### config.mk
export PLATFORM = sky130hd
export DESIGN_NAME = msp_probe
export DESIGN_NICKNAME = d
export VERILOG_FILES = /design/src/design/min_separation_point_inserter_macros.svh /design/src/design/msp_pkg.sv /design/src/design/msp_probe.sv
export SDC_FILE = /design/constraint.sdc
export NUM_CORES = 2
export LEC_CHECK = 0
export BUFFER_PORTS_ARGS = -buffer_cell sky130_fd_sc_hd__buf_2
export CORE_ASPECT_RATIO = 0.7
export CORE_MARGIN = 5
export CORE_UTILIZATION = 60
export CTS_CLUSTER_SIZE = 24
export DETAILED_ROUTE_END_ITERATION = 10
export HOLD_SLACK_MARGIN = 0.1
export PLACE_DENSITY = 0.81
export SLEW_MARGIN = 20
export SYNTH_ARGS = -nofsm -noshare
export SYNTH_HDL_FRONTEND = slang
export SYNTH_SLANG_ARGS = --single-unit
### constraint.sdc
create_clock -name i_clk -period 14.05 [get_ports i_clk]
set_clock_uncertainty 0.15 [all_clocks]
set_input_delay 1.405 -clock i_clk [delete_from_list [all_inputs] [get_ports i_clk]]
set_output_delay 1.405 -clock i_clk [all_outputs]
set_load 0.02 [all_outputs]
### src/design/min_separation_point_inserter_macros.svh
// Assertion macros shared by the point inserter RTL.
`ifndef MIN_SEPARATION_POINT_INSERTER_MACROS_SVH
`define MIN_SEPARATION_POINT_INSERTER_MACROS_SVH

// Property must hold at every clock edge outside reset.
`define MSP_ASSERT(lbl, prop, msg) \
    lbl: assert property (@(posedge i_clk) disable iff (!i_rst_n) (prop)) else $error(msg);

// Condition must never be seen outside reset.
`define MSP_ASSERT_NEVER(lbl, cond, msg) \
    lbl: assert property (@(posedge i_clk) disable iff (!i_rst_n) !(cond)) else $error(msg);

`endif

### src/design/msp_pkg.sv
// Types and constants shared by the point inserter modules.
package msp_pkg;

    // Defaults for the top-level parameters
    localparam int DEF_CAPACITY   = 4096;
    localparam int DEF_COORD_BITS = 16;

    // Configuration register widths and port format
    localparam int SEP_W     = 12;
    localparam int TGT_W     = 13;
    localparam int CFG_W     = 13;
    localparam int CFG_IDX_W = 1;
    localparam int LIM_W     = 2 * SEP_W;

    localparam logic [SEP_W-1:0] SEP_RESET = 12'd358;
    localparam logic [TGT_W-1:0] TGT_RESET = 13'd4096;

    // Configuration register indexes
    localparam logic [CFG_IDX_W-1:0] REG_MIN_SEP = 1'b0;
    localparam logic [CFG_IDX_W-1:0] REG_TARGET  = 1'b1;

    // Result status codes
    typedef enum logic [1:0] {
        ST_ACCEPT = 2'd0,
        ST_CLOSE  = 2'd1,
        ST_FULL   = 2'd2
    } t_status;

    // Controller states
    typedef enum logic [3:0] {
        S_IDLE,
        S_START,
        S_FIRST,
        S_LAST,
        S_BIS_RD,
        S_BIS_CHK,
        S_PRB_RD,
        S_PRB_DIF,
        S_PRB_MUL,
        S_PRB_EVAL,
        S_SH_START,
        S_SH,
        S_SH_DRAIN,
        S_WRITE,
        S_RESULT
    } t_state;

    // Neighbor probe verdict
    typedef struct packed {
        logic close;
        logic stop;
    } t_probe_res;

endpackage

### src/design/msp_probe.sv
// Neighbor distance probe: abs differences, squares, then limit compares.
module msp_probe #(
    parameter int COORD_BITS = msp_pkg::DEF_COORD_BITS
) (
    input  logic                          i_clk,
    input  logic [3*COORD_BITS-1:0]       i_cand,
    input  logic [3*COORD_BITS-1:0]       i_entry,
    input  logic [msp_pkg::LIM_W-1:0]     i_lim,
    output msp_pkg::t_probe_res           o_res
);
    localparam int SQ_W  = 2 * COORD_BITS;
    localparam int SUM_W = SQ_W + 2;
    localparam int CMP_W = (SUM_W > msp_pkg::LIM_W + 1) ? SUM_W : msp_pkg::LIM_W + 1;

    logic [COORD_BITS-1:0] r_dx, r_dy, r_dz;
    logic [SQ_W-1:0]       r_sqx, r_sqy, r_sqz;
    logic [SUM_W-1:0]      w_sum;

    // Absolute difference of one coordinate field
    function automatic logic [COORD_BITS-1:0] abs_diff(
        input logic [COORD_BITS-1:0] a,
        input logic [COORD_BITS-1:0] b
    );
        return (a >= b) ? (a - b) : (b - a);
    endfunction

    // Stage 1: per-axis absolute differences
    always_ff @(posedge i_clk) begin
        r_dx <= abs_diff(i_cand[COORD_BITS-1:0], i_entry[COORD_BITS-1:0]);
        r_dy <= abs_diff(i_cand[2*COORD_BITS-1:COORD_BITS],
                         i_entry[2*COORD_BITS-1:COORD_BITS]);
        r_dz <= abs_diff(i_cand[3*COORD_BITS-1:2*COORD_BITS],
                         i_entry[3*COORD_BITS-1:2*COORD_BITS]);
    end

    // Stage 2: squares
    always_ff @(posedge i_clk) begin
        r_sqx <= {{COORD_BITS{1'b0}}, r_dx} * {{COORD_BITS{1'b0}}, r_dx};
        r_sqy <= {{COORD_BITS{1'b0}}, r_dy} * {{COORD_BITS{1'b0}}, r_dy};
        r_sqz <= {{COORD_BITS{1'b0}}, r_dz} * {{COORD_BITS{1'b0}}, r_dz};
    end

    // Full-width sum never wraps, so no saturation is needed for the compare
    assign w_sum = {2'b00, r_sqx} + {2'b00, r_sqy} + {2'b00, r_sqz};

    assign o_res.close = CMP_W'(w_sum) <= CMP_W'(i_lim);
    assign o_res.stop  = CMP_W'(r_sqz) > CMP_W'({i_lim, 1'b0});

endmodule

==> run summary <==
Final Hold Vio Count -> 0
Slew Viols, Final -> 0
Clock Path Buffers -> 2
Placeable Area -> 53600 um^2
Mapped Area -> 32400 um^2
Critical Path Source Type -> flop
Post-synth EDFFs -> 0
Setup tns final -> 0 ns
Initial antenna violation count -> 2
Clk slew on worst S/H paths -> 0.06 ns
Cells after Synth -> 3671
Die Width -> 288 um
Minimum clock period -> 7.47 ns
# port buffers -> 122
Max Clock Freq -> 134 MHz
Final count of negative-setup-slack endpoints -> 0
Final routed DRC violation total -> 0
CTS resizes -> 0
TritonCTS clock tree -> yes
Fraction of layout cells with a size suffix above 1 -> 5.78%
Placed Area -> 33600 um^2
Min-delay src -> r_dy[0]
Most frequent cell after synthesis -> inv_1
RR Endpoint -> r_sqy[31]
CP Max Fanout -> 3
Antenna-violating nets left -> 0
Hold Path Sink -> r_sqy[0]
Worst-case reg-to-reg path depth -> 23
Design area -> 34200 um^2
Status -> finished, final reports clean
DP HPWL -> 61.7 mm
Post-Route WL -> 72.4 mm
Setup Fix Bufs, Post-CTS -> 0
Row Count -> 71
Via count -> 24600
Tightest Hold Check Type -> reg -> reg
Clock root buffer -> clkbuf_16
Relative max-transition margin -> 38.2%
R2r setup slk -> 7.06 ns
Largest net degree at the start of global routing -> 23
Initial Util -> 60.5%
Htree depth -> 4
GRT Total Usage -> 25.6%
Crit share post-route -> 53.2%
Synth Flop Type -> dfxtp_1
Synth top area cells -> fa_1 (32%), ha_1 (18%), inv_1 (11%)
Number of vias per cell -> 5.51
RSZ-0062 raised after global routing -> no
Total iterations of the first detailed-routing run -> 5
Antenna Diode Count -> 0
Worst-margin pin slew -> 0.918 ns
Drt wl/cell -> 16.2 um
Total I/O pin count -> 123
Vias in the first global route -> 25200
Die Span Y -> 205 um
Max Cap Violations -> 0
Hold Crit Depth -> 0
CP arrival -> 5.92 ns
Worst path required time -> 12.49 ns
Yosys warnings -> 0
Crit path capture type -> output pin
Fraction of registers with async set/reset -> 0%
RR Startpoint -> r_dy[13]
Flops & latches, synth -> 141
Synth area leader -> fa_1
Die ar. -> 58900 um^2
Hold-fix buffer count after cts -> 0
Syn-to-layout area delta -> 5.48%
CTS buffer count -> 17
Crit Path Class -> reg -> out
Routability congestion estimate -> 0.979
Top cells by count, synth -> inv_1 (910), fa_1 (525), ha_1 (471)
Global route overflow -> 0
Nets -> 4842
Share of the synthesized area in the top cell type -> 32.4%
1st-iter DRT viols -> 1932
Clk sink count -> 141
Cell variety after synth -> 88
Post-synthesis area per instance -> 8.83 um^2
First-pass GRT wire length -> 123 mm
Post-synthesis sequential area ratio -> 8.71%
Clock latency on the worst-skew pair -> 0.45 ns
[state kept, by name, indices dropped and copies added (netlist names)]
signal	flops
r_dy	16
r_dz	16
r_dx	16
r_sqx	31
r_sqz	31
r_sqy	31
[worst max-delay path: stages, from the launching register on]
cell and delay [ns]:
dfxtp_1 0.40, fa_1 0.45, ha_1 0.35, o21a_1 0.19, o21ai_0 0.30, nor2_1 0.09
o21ai_2 0.12, a311oi_2 0.21, o21bai_1 0.30, nand2_1 0.13, xor2_1 0.17, ha_1 0.29
a21o_1 0.18, a21o_1 0.17, a21oi_1 0.25, a21boi_0 0.13, o21ai_0 0.17, nand2b_1 0.08
a311oi_1 0.44, o211ai_1 0.19, nor4_1 0.55, buf_2 0.29
[cell type report]
class | count | area [um^2]
multi-input combinational | 2530 | 25800
fill | 4397 | 19400
inverter | 911 | 3420
sequential | 141 | 2820
tap | 730 | 913
timing repair buffer | 124 | 626
clock buffer | 19 | 453
clock inverter | 13 | 161
[worst max-delay path by stage]
stage               depth (start not counted)  slack (ns)         to  startpoint
finish                                     21        6.58   o_res[1]    r_sqz[6]
global route                               21        6.49   o_res[1]    r_sqz[6]
CTS                                        21        6.73   o_res[1]    r_sqz[6]
detailed placement                         23        7.13  r_sqy[31]    r_dy[13]
global placement                           23        7.29  r_sqy[31]     r_dy[3]
floorplan                                  23        7.64  r_sqy[31]    r_dy[14]
[metal layers]
layer  GRT usage (%)  vias to the layer above  part of all wire (%)
met4            4.75                        4                   1.6
met5            1.42                        -                  0.14
met2            39.2                      862                    44
met3            5.45                       81                   8.8
li1                -                    11600                     -
met1            37.8                    12100                    46
[through the flow]
step                instances  utilization (%)  worst slack, ns  hold WS, ns
global route             4468             63.9             6.49        0.567
finish                   4468             63.9             6.58        0.542
global placement         4436             62.7             7.29        0.483
floorplan                3672                -             7.64        0.254
detailed placement       4436             62.7             7.13        0.515
CTS                      4468             63.9             6.73        0.516
[placed cells by master (no fill, tap or decap), types with 108 or more instances in the layout]
master and instances:
nor2_1 115, and2_1 137, a21oi_1 166, ha_1 471
dfxtp_1 141, xnor2_1 115, fa_1 525, nand2_1 290
buf_2 122, inv_1 910, a21o_1 108
[cells by family after synthesis]
kind of cell    share of synthesized area, %
other cells                           0.0232
simple gates                            11.1
compound gates                          12.1
mux                                     1.23
flops                                   8.71
buf+inv                                 11.7
xor+xnor                                4.56
fa+ha+maj                               50.6
Power is not shown: default switching activity piles up to over one toggle a cycle in this logic, so the estimate is an artifact.
